### src/design/sts_pkg.sv
// shared types and constants for the stall takeover supervisor
// no dependencies; imported by every design file of the block

package sts_pkg;

   // counter, frequency, limit and register widths
   localparam int TICK_BITS = 32;
   localparam int FREQ_BITS = 20;
   localparam int LIMIT_BITS = 16;
   localparam int CSR_IDX_BITS = 3;
   localparam int CSR_DATA_BITS = FREQ_BITS;

   localparam logic [LIMIT_BITS-1:0] SETTLE_MAX = {LIMIT_BITS{1'b1}};

   // event kinds
   typedef enum logic [1:0] {
      KIND_TICK      = 2'd0,
      KIND_HEARTBEAT = 2'd1,
      KIND_KICK      = 2'd2,
      KIND_CLEAR     = 2'd3
   } kind_type;

   // supervisor modes
   typedef enum logic [1:0] {
      MODE_OK       = 2'd0,
      MODE_TAKEOVER = 2'd1,
      MODE_FAULT    = 2'd2
   } mode_type;

   // register indexes
   typedef enum logic [CSR_IDX_BITS-1:0] {
      CSR_STALL_LIMIT     = 3'd0,
      CSR_SOFTSTOP_OFFSET = 3'd1,
      CSR_MAX_FREQUENCY   = 3'd2,
      CSR_RAMP_STEP       = 3'd3,
      CSR_SETTLE_LIMIT    = 3'd4
   } csr_index_type;

   // reset values of the registers
   localparam logic [LIMIT_BITS-1:0] STALL_LIMIT_RST     = 16'd100;
   localparam logic [FREQ_BITS-1:0]  SOFTSTOP_OFFSET_RST = 20'd20000;
   localparam logic [FREQ_BITS-1:0]  MAX_FREQUENCY_RST   = 20'd100000;
   localparam logic [FREQ_BITS-1:0]  RAMP_STEP_RST       = 20'd100;
   localparam logic [LIMIT_BITS-1:0] SETTLE_LIMIT_RST    = 16'd50;

   typedef struct packed {
      logic [1:0]           kind;
      logic                 pwm_on;
      logic [FREQ_BITS-1:0] current_freq;
   } req_type;

   typedef struct packed {
      logic [1:0]           safety_mode;
      logic                 freq_cmd_valid;
      logic [FREQ_BITS-1:0] freq_cmd;
      logic                 bridge_off;
      logic                 watchdog_feed;
   } rsp_type;

   typedef struct packed {
      logic [LIMIT_BITS-1:0] stall_limit;
      logic [FREQ_BITS-1:0]  softstop_offset;
      logic [FREQ_BITS-1:0]  max_frequency;
      logic [FREQ_BITS-1:0]  ramp_step;
      logic [LIMIT_BITS-1:0] settle_limit;
   } cfg_type;

   typedef struct packed {
      logic [TICK_BITS-1:0]  tick_count;
      logic [TICK_BITS-1:0]  heartbeat_stamp;
      mode_type              mode;
      logic [FREQ_BITS-1:0]  detune_target;
      logic [LIMIT_BITS-1:0] settle_count;
   } state_type;

endpackage

### src/design/sts_step.sv
// one supervisor step: next state and result for one event
// depends on sts_pkg; purely combinational

module sts_step (
   input  sts_pkg::cfg_type   cfg,
   input  sts_pkg::state_type state_cur,
   input  sts_pkg::req_type   req,
   output sts_pkg::state_type state_nxt,
   output sts_pkg::rsp_type   rsp
);
   import sts_pkg::*;

   logic [TICK_BITS-1:0]  tick_inc;
   logic [TICK_BITS-1:0]  age;
   logic [FREQ_BITS:0]    target_sum;
   logic [FREQ_BITS-1:0]  target_sat;
   logic [FREQ_BITS:0]    ramp_sum;
   logic [FREQ_BITS-1:0]  ramp_sat;
   logic [LIMIT_BITS-1:0] settle_inc;

   // arithmetic used by the tick event branch
   always_comb begin
      tick_inc   = state_cur.tick_count + {{(TICK_BITS-1){1'b0}}, 1'b1};
      age        = tick_inc - state_cur.heartbeat_stamp;
      target_sum = {1'b0, req.current_freq} + {1'b0, cfg.softstop_offset};
      target_sat = (target_sum > {1'b0, cfg.max_frequency}) ?
                   cfg.max_frequency : target_sum[FREQ_BITS-1:0];
      ramp_sum   = {1'b0, req.current_freq} + {1'b0, cfg.ramp_step};
      ramp_sat   = (ramp_sum > {1'b0, state_cur.detune_target}) ?
                   state_cur.detune_target : ramp_sum[FREQ_BITS-1:0];
      settle_inc = (state_cur.settle_count < SETTLE_MAX) ?
                   state_cur.settle_count + {{(LIMIT_BITS-1){1'b0}}, 1'b1} :
                   state_cur.settle_count;
   end

   // event decode and mode transitions
   always_comb begin
      state_nxt          = state_cur;
      rsp                = '0;
      case (kind_type'(req.kind))
         KIND_TICK: begin
            state_nxt.tick_count = tick_inc;
            case (state_cur.mode)
               MODE_OK: begin
                  if (req.pwm_on && (age > {{(TICK_BITS-LIMIT_BITS){1'b0}}, cfg.stall_limit}))
                  begin
                     state_nxt.detune_target = target_sat;
                     state_nxt.settle_count  = '0;
                     state_nxt.mode          = MODE_TAKEOVER;
                  end
               end
               MODE_TAKEOVER: begin
                  rsp.watchdog_feed = 1'b1;
                  if (req.current_freq < state_cur.detune_target) begin
                     rsp.freq_cmd_valid = 1'b1;
                     rsp.freq_cmd       = ramp_sat;
                  end else begin
                     state_nxt.settle_count = settle_inc;
                     if (settle_inc >= cfg.settle_limit) begin
                        rsp.bridge_off = 1'b1;
                        state_nxt.mode = MODE_FAULT;
                     end
                  end
               end
               default: begin
                  // fault: only the counter advances
               end
            endcase
         end
         KIND_HEARTBEAT: begin
            state_nxt.heartbeat_stamp = state_cur.tick_count;
         end
         KIND_KICK: begin
            rsp.watchdog_feed = (state_cur.mode != MODE_TAKEOVER);
         end
         default: begin
            // clear request, honored only in fault with the bridge stopped
            if (state_cur.mode != MODE_OK && state_cur.mode != MODE_TAKEOVER &&
                !req.pwm_on) begin
               state_nxt.settle_count    = '0;
               state_nxt.heartbeat_stamp = state_cur.tick_count;
               state_nxt.mode            = MODE_OK;
            end
         end
      endcase
      rsp.safety_mode = (state_nxt.mode == MODE_OK || state_nxt.mode == MODE_TAKEOVER) ?
                        state_nxt.mode : MODE_FAULT;
   end

endmodule

### src/design/stall_takeover_supervisor_top.sv
// stall takeover supervisor: registers, state and result buffering
// depends on sts_pkg and sts_step
//
// Usage
//   req channel: one event per transfer (tick, heartbeat, watchdog kick or
//   fault clear) with the pwm state and current bridge frequency.
//   rsp channel: exactly one result per event, in order: mode after the
//   event, optional frequency command, bridge-off and watchdog-feed flags.
//   csr port: write enable, index and data; write only while idle.
// Timing
//   an event is processed in the cycle it transfers; its result is
//   registered in the output register, or in the skid register while rsp is
//   stalled. One event per cycle is sustained while rsp is not stalled.
// Stall
//   a skid register catches one result while rsp is stalled, so req_ready
//   drops only once both output and skid registers hold results.
// Reset
//   synchronous, active high: mode ok, counters and target zero, registers
//   to their default values, no result pending.

module stall_takeover_supervisor_top (
   input  logic                                  clock,
   input  logic                                  reset,
   input  logic                                  req_valid,
   output logic                                  req_ready,
   input  sts_pkg::req_type                      req_data,
   output logic                                  rsp_valid,
   input  logic                                  rsp_ready,
   output sts_pkg::rsp_type                      rsp_data,
   input  logic                                  csr_write_en,
   input  logic [sts_pkg::CSR_IDX_BITS-1:0]      csr_index,
   input  logic [sts_pkg::CSR_DATA_BITS-1:0]     csr_wdata
);
   import sts_pkg::*;

   cfg_type   cfg_ff;
   state_type state_ff;
   state_type state_in;
   rsp_type   step_rsp;
   rsp_type   out_ff;
   rsp_type   skid_ff;
   logic      out_valid_ff;
   logic      skid_valid_ff;
   logic      req_xfer;
   logic      out_free;

   assign req_ready = !skid_valid_ff;
   assign req_xfer  = req_valid && req_ready;
   assign out_free  = !out_valid_ff || rsp_ready;
   assign rsp_valid = out_valid_ff;
   assign rsp_data  = out_ff;

   sts_step u_step (
      .cfg       (cfg_ff),
      .state_cur (state_ff),
      .req       (req_data),
      .state_nxt (state_in),
      .rsp       (step_rsp)
   );

   // configuration registers
   always_ff @(posedge clock) begin
      if (reset) begin
         cfg_ff.stall_limit     <= STALL_LIMIT_RST;
         cfg_ff.softstop_offset <= SOFTSTOP_OFFSET_RST;
         cfg_ff.max_frequency   <= MAX_FREQUENCY_RST;
         cfg_ff.ramp_step       <= RAMP_STEP_RST;
         cfg_ff.settle_limit    <= SETTLE_LIMIT_RST;
      end else if (csr_write_en) begin
         case (csr_index_type'(csr_index))
            CSR_STALL_LIMIT:     cfg_ff.stall_limit     <= csr_wdata[LIMIT_BITS-1:0];
            CSR_SOFTSTOP_OFFSET: cfg_ff.softstop_offset <= csr_wdata[FREQ_BITS-1:0];
            CSR_MAX_FREQUENCY:   cfg_ff.max_frequency   <= csr_wdata[FREQ_BITS-1:0];
            CSR_RAMP_STEP:       cfg_ff.ramp_step       <= csr_wdata[FREQ_BITS-1:0];
            CSR_SETTLE_LIMIT:    cfg_ff.settle_limit    <= csr_wdata[LIMIT_BITS-1:0];
            default: begin
               // unmapped index, write dropped
            end
         endcase
      end
   end

   // supervisor state, updated on each req transfer
   always_ff @(posedge clock) begin
      if (reset) begin
         state_ff.tick_count      <= '0;
         state_ff.heartbeat_stamp <= '0;
         state_ff.mode            <= MODE_OK;
         state_ff.detune_target   <= '0;
         state_ff.settle_count    <= '0;
      end else if (req_xfer) begin
         state_ff <= state_in;
      end
   end

   // output register plus skid register
   always_ff @(posedge clock) begin
      if (reset) begin
         out_valid_ff  <= 1'b0;
         skid_valid_ff <= 1'b0;
      end else begin
         if (skid_valid_ff) begin
            if (rsp_ready) begin
               out_valid_ff  <= 1'b1;
               skid_valid_ff <= 1'b0;
            end
         end else if (req_xfer) begin
            if (out_free) begin
               out_valid_ff <= 1'b1;
            end else begin
               skid_valid_ff <= 1'b1;
            end
         end else if (rsp_ready) begin
            out_valid_ff <= 1'b0;
         end
      end
   end

   // result payloads
   always_ff @(posedge clock) begin
      if (skid_valid_ff && rsp_ready) begin
         out_ff <= skid_ff;
      end else if (req_xfer && out_free) begin
         out_ff <= step_rsp;
      end
      if (req_xfer && !out_free) begin
         skid_ff <= step_rsp;
      end
   end

endmodule

### config.mk
export PLATFORM = sky130hd
export DESIGN_NAME = stall_takeover_supervisor_top
export DESIGN_NICKNAME = d
export VERILOG_FILES = /design/src/design/sts_pkg.sv /design/src/design/sts_step.sv /design/src/design/stall_takeover_supervisor_top.sv
export SDC_FILE = /design/constraint.sdc
export NUM_CORES = 1
export LEC_CHECK = 0
export BUFFER_PORTS_ARGS = -buffer_cell sky130_fd_sc_hd__buf_2
export CAP_MARGIN = 0
export CORE_MARGIN = 1.5
export CORE_UTILIZATION = 25
export CTS_CLUSTER_SIZE = 12
export DETAILED_ROUTE_END_ITERATION = 8
export MAX_ROUTING_LAYER = met4
export PLACE_DENSITY_LB_ADDON = 0.1
export SLEW_MARGIN = 20
export SYNTH_ARGS = -nofsm -noshare
export SYNTH_HDL_FRONTEND = slang
export SYNTH_SLANG_ARGS = --single-unit
### constraint.sdc
create_clock -name clock -period 6.2 [get_ports clock]
set_clock_uncertainty 0.1 [all_clocks]
set_input_delay 0 -clock clock [delete_from_list [all_inputs] [get_ports clock]]
set_output_delay 0 -clock clock [all_outputs]
set_load 0.01 [all_outputs]
Word-level counts from Yosys, hierarchy flattened
Cells that the tools add are included.
Widths: inputs -> output; s select.
{"block": "word_totals", "register_bits": 246}
{"block": "classes", "add_sub_neg": 5, "order_cmp": 6, "n_eq_ne": 14, "muxes": 32, "n_bitwise": 2, "n_reduce_logical": 34}
{"op": "$pmux 16 s2", "count": 2}
{"op": "$pmux 32 s2", "count": 1}
{"op": "$mux 25", "count": 2}
{"op": "$mux 16", "count": 3}
{"op": "$add 20x20->21", "count": 2}
{"op": "$gt 21x20->1", "count": 2}
{"op": "$mux 20", "count": 2}
{"op": "$mux 38", "count": 1}
{"op": "$mux 34", "count": 1}
{"op": "$add 32x1->32 const B", "count": 1}
{"op": "$gt 32x16->1", "count": 1}
{"op": "$sub 32x32->32", "count": 1}
{"op": "$mux 23", "count": 1}
{"op": "$mux 22", "count": 1}
{"op": "$mux 21", "count": 1}
{"op": "$lt 20x20->1", "count": 1}
{"op": "$add 16x1->16 const B", "count": 1}
{"op": "$ge 16x16->1", "count": 1}
{"op": "$lt 16x16->1 const B", "count": 1}
{"op": "$reduce_and 2->1", "count": 6}
{"op": "$mux 1", "count": 11}
{"op": "$reduce_bool 2->1", "count": 5}
{"op": "$pmux 2 s2", "count": 2}
{"op": "$logic_and 1x1->1", "count": 7}
{"op": "20 further kinds", "count": 36}

Longest topological paths before layout
{"block": "logic_depth", "word_depth": 12, "ltp_mapped": 29, "ltp_nobuf": 25}

Modules after synthesis
From an unflattened synthesis, not the netlist that was laid out.
{"block": "hier_totals", "hier_cells": 2264, "hier_area_um2": 17855.9}
{"module": "sts_step", "n_inst": 1, "cells_per_inst": 1329, "area_each_um2": 9177.6, "seq_area_each_um2": 0.0}
{"module": "stall_takeover_supervisor_top", "n_inst": 1, "cells_per_inst": 935, "area_each_um2": 8678.3, "seq_area_each_um2": 5425.2}

Worst setup path before layout
OpenSTA, ideal clock, no wires.
{"block": "synth_path", "kind": "register to register", "start": "register state_ff[70] in the netlist's numbering", "end": "register out_ff (netlist bit rsp_data[23]) (data pin)", "arrival_time_ps": 5762, "path_slack_ps": 81, "stages_incl_launch_ff": 25, "path_buffers": 2, "synth_period_minus_slack_ps": 6119, "path_cell_list": "dfxtp_1 -> ha_1 -> nand3_1 -> or3_1 -> clkbuf_1 -> nor2_2 -> xor2_1 -> ha_1 -> clkbuf_1 -> and3_1 -> a211o_1 -> a21o_1 -> a21oi_1 -> xnor2_1 -> ha_1 -> nand4_1 -> or4_1 -> nor3_1 -> a21oi_1 -> or3_1 -> a311o_1 -> a2111o_1 -> nor4bb_1 -> o211ai_1 -> a22o_1"}
{"block": "synth_via", "elab_chain_cells": 12, "word_cells_on_any_way": 13, "classes_between": "add/sub (2); order compare (1); eq/ne (1); mux (6); reduce/logical (3)"}
{"element": "start: declaration", "line_no": "stall_takeover_supervisor_top.sv:37", "text": "state_type state_ff;"}
{"element": "start signal: assignment", "line_no": "stall_takeover_supervisor_top.sv:92", "text": "state_ff <= state_in;"}
{"element": "$add 32x1->32 (*)", "line_no": "sts_step.sv:23", "text": "tick_inc = state_cur.tick_count + {{(TICK_BITS-1){1'b0}}, 1'b1};"}
{"element": "via u_step.tick_inc[10]", "line_no": "sts_step.sv:13", "text": "logic [TICK_BITS-1:0] tick_inc;"}
{"element": "$sub 32x32->32 (*)", "line_no": "sts_step.sv:24", "text": "age = tick_inc - state_cur.heartbeat_stamp;"}
{"element": "$gt 32x16->1 (*)", "line_no": "sts_step.sv:45", "text": "if (req.pwm_on && (age > {{(TICK_BITS-LIMIT_BITS){1'b0}}, cfg.stall_limit}))"}
{"element": "$logic_and 1x1->1 (*)", "line_no": "sts_step.sv:45"}
{"element": "$mux 38 (*)", "line_no": "sts_step.sv:45"}
{"element": "$pmux 2 s2 (*)", "line_no": "sts_step.sv:43", "text": "case (state_cur.mode)"}
{"element": "$pmux 2 s2 (*)", "line_no": "sts_step.sv:40", "text": "case (kind_type'(req.kind))"}
{"element": "$eq 2x1->1 / $logic_not 2->1 (equally long branches)", "line_no": "sts_step.sv:86", "text": "rsp.safety_mode = (state_nxt.mode == MODE_OK || state_nxt.mode == MODE_TAKEOVER) ?"}
{"element": "$logic_or 1x1->1", "line_no": "sts_step.sv:86"}
{"element": "$mux 2 (*)", "line_no": "sts_step.sv:86"}
{"element": "$mux 25 (*)", "line_no": "stall_takeover_supervisor_top.sv:123", "text": "end else if (req_xfer && out_free) begin"}
{"element": "$mux 25 (*)", "line_no": "stall_takeover_supervisor_top.sv:121", "text": "if (skid_valid_ff && rsp_ready) begin"}
{"element": "end signal: assignment", "line_no": "stall_takeover_supervisor_top.sv:122", "text": "out_ff <= skid_ff;"}
{"element": "end signal: assignment", "line_no": "stall_takeover_supervisor_top.sv:124", "text": "out_ff <= step_rsp;"}
{"element": "end: declaration", "line_no": "stall_takeover_supervisor_top.sv:40", "text": "rsp_type out_ff;"}
The timed path passes the listed nets; every way through them passes the cells marked *. The select of a mux whose other input is x is not followed.
A chain may end at the register's enable or synchronous reset.

Worst setup path after layout
{"block": "layout_path", "start": "register state_ff[71] in the netlist's numbering", "end": "register out_ff (netlist bit rsp_data[23]) (data pin)"}
The elaborated chain is that of the path after synthesis.

==> results.yml <==
clocking:
  cts_sinks: 246
  insertion_delay_ps: 550
  cts_max_level: 2
  cts_buffer_depth: 3
  cts_made_buffers: 34
  path_clk_slew_ps: 60
  cts_root_buf: "clkbuf_16"
  cts_tree: "done"
power:
  powerDensity_nw_per_um2: 229
  total_leakage_power_nw: 7.91
  power_mw: 4.50
  power.internal_mw: 3.28
  ir_drop_v: 0.000140
  comb_power_share_pct: 15.3
  pwr-share-clk_pct: 47.3
  p_sw_share_pct: 27.2
  switching_power_mw: 1.22
  p_seq_share_pct: 37.5
drt:
  drt-total-wl_mm: 50.9
  drc: 0
  wire_per_inst_um: 16.7
  post_drt_via_cell_ratio: 4.72
  via_count: 14400
  drt_first_pass_iters: 5
  drt_iter0_drc: 751
  antenna_left: 0
floorplanning:
  ioPinCount: 78
  start_util_pct: 25.2
  rows: 94
  fp.dieH_um: 260
  die_width_um: 260
  core_area_um2: 65600
  die_area_um2: 67700
sta:
  fmax_mhz: 170
  slew_viol_final: 0
  setup_viol: 0
  maxSlewHeadroom_pct: 26.3
  min_period_ps: 5880
  worstMarginPinSlew_ps: 1100
  period_share_pct: 94.9
  holdWs_ps: 37.8
  setup-tns-final_ps: 0
  final-hold-violation-count: 0
synthesis:
  yosysUniqueCellTypes: 89
  avgSynthCellArea_um2: 8.05
  synth_nets: 2277
  yosysWarnings: 0
  ys_seq_elements: 246
  syn-cell-area_um2: 16500
  synthFlopType: "dfxtp_1"
  synth_edf_count: 50
  synth_top_area_share_pct: 23.7
  synth-async-reset-ratio_pct: 0
  synth.largest_area_cell: "dfxtp_1"
  yosysSeqAreaShare_pct: 32.8
  synth_cells: 2055
  ys_top_cells_by_area: "dfxtp_1 24%, ha_1 13%, edfxtp_1 9.1%"
global_route:
  grt_pass1_vias: 14100
  grt_pass1_wl_mm: 80.0
  grtUsageTotal_pct: 15.4
  grt.overflow.total: 0
  grt_max_degree: 64
  antenna_found_initial: 2
final_layout:
  layout.cells.most_common: "nand2_1"
  drive_gt1_share_pct: 11.5
  final_cell_mix: "352 x nand2_1, 243 x a21oi_1, 196 x dfxtp_1"
  final_nets: 2381
  n_fill_cell: 7039
  final_cell_count_no_fill: 3050
  syn_to_final_growth_pct: 19.0
worst_setup_path:
  reg2reg_depth: 24
  cp_top_family: "compound AO/OA/AOI/OAI gates"
  crit_fanout: 4
  r2r_end: "rsp_data[23]$_DFFE_PP_"
  cp_slowest_stage_delay_ps: 460
  r2r_setup_slack_ps: 320
  criticalPathCategory: "register to register"
  crit_path_start: "state_ff[71]$_SDFFE_PP0P_"
  path_cells: "ha_2 > nand3_2 > buf_4 > xnor2_1 > ha_1 > a21o_1 > or3_4 > o21a_2 > a211o_1 > a21o_1 > a21oi_2 > xnor2_1 > ha_1 > nand4_1 > or4_4 > nor3_4 > a21oi_2 > or3_1 > a311o_1 > a2111o_1 > nor4bb_2 > buf_4 > o211ai_1 > a22o_1"
  r2r_start: "state_ff[71]$_SDFFE_PP0P_"
  critPathBufInv: 2
  crit_path_end_kind: "register"
  cp.arrival_ps: 6080
  crit_required_ps: 6390
  crit_slowest_cell: "or4_4"
  start_kind: "register"
place:
  io_buffers: 77
  routabilityCongestion: 0.832
  dpl.hpwl_mm: 39.4
  dp_cells: 2955
worst_hold_path:
  hp-start: "req_data[0]"
  holdPathEnd: "skid_ff[2]$_DFFE_PP_"
  min_path_cells: 6
  hold_class: "input port to register"
run_status:
  status: "finished clean"
job:
  drv_cap: 0
## flip-flops by register name (all words and copies together), names as in the netlist
| register | count |
|---|---|
| state_ff | 102 |
| cfg_ff | 92 |
| skid_valid_ff | 1 |
| skid_ff | 25 |
| rsp_data | 25 |
| rsp_valid | 1 |
## cells by family after synthesis
group,count (synthesis),share of synthesized area [%]
multiplexers,32,2.00
XOR/XNOR,113,6.03
AND/OR/NAND/NOR,741,20.2
flip-flops,246,32.8
adder cells (fa/ha/maj),171,13.1
AO/OA/AOI/OAI,527,20.5
buffers and inverters,225,5.42
## power groups by stage
stage	registers (mW)	clock network [mW]	logic, mW
floorplan	1.72	0	0.440
global placement	1.72	0	0.668
detailed placement	1.72	0	0.673
CTS	1.69	2.21	0.694
global route	1.69	2.26	0.770
finish	1.69	2.13	0.688
## metrics by stage
step	util (%)	area [µm²]	worst slack, ps
3_3_place_gp	27.6	18100	56.5
3_5_place_dp	27.6	18100	-43.8
2_1_floorplan	-	16500	81.4
5_1_grt	30.0	19700	-32.0
6_report	30.0	19700	316
4_1_cts	29.9	19600	14.2
## synth_stat cells (all sizes together) (28+ instances only)
library cell	instances
nand2	354
a21oi	250
dfxtp	196
ha	168
nor2	157
inv	130
clkbuf	72
xnor2	64
edfxtp	50
nand3	50
o21ai	49
xor2	49
a21o	47
nor3	30
nand4	28
## how the worst max path moves through the flow
stage | end | slack (ps) | cells after the start
final | rsp_data[23]$_DFFE_PP_ | 320 | 24
after global routing | rsp_data[23]$_DFFE_PP_ | -30 | 26
after CTS | rsp_data[23]$_DFFE_PP_ | 10 | 24
after detailed placement | rsp_data[23]$_DFFE_PP_ | -40 | 25
after global placement | rsp_data[23]$_DFFE_PP_ | 60 | 24
after floorplan | rsp_data[23]$_DFFE_PP_ | 80 | 24
## repair_timing
| action | 4_1_cts | 5_1_grt |
|---|---|---|
| setup buffers | 1 | 2 |
| hold buffers | 29 | 0 |
| resized for setup | 4 | 17 |
| pin swaps | 2 | 14 |
| endpoints found under the setup margin | 2 | 39 |
| hold endpoints to repair | 159 | 0 |
## layout make-up
type                            count  area (µm²)  area share (%)
Clock buffer                       50        1050            5.33
Clock inverter                     11         156           0.794
Sequential cell                   246        5430            27.6
Tap cell                          864        1080            5.49
Timing Repair Buffer              163        1150            5.83
Multi-Input combinational cell   1584       10300            52.5
Inverter                          130         488            2.48
Antenna cell                        2        5.00          0.0254
## metal layers
metal	share of wire (%)	up-vias	routed length [µm]	global-route usage, %
met3	3.7	60	1880	2.28
li1	-	7445	-	-
met2	46	200	23600	25.3
met5	0	-	0	-
met1	48	6691	24400	19.8
met4	2.1	0	1050	3.87
## tightest hold or removal path: stages
cell and delay [ps]:
buf_2 120, ha_1 140, inv_1 70, nor2_1 110
a21oi_1 60, nor2_1 80
Note: power is estimated with default switching activity, not from simulation.
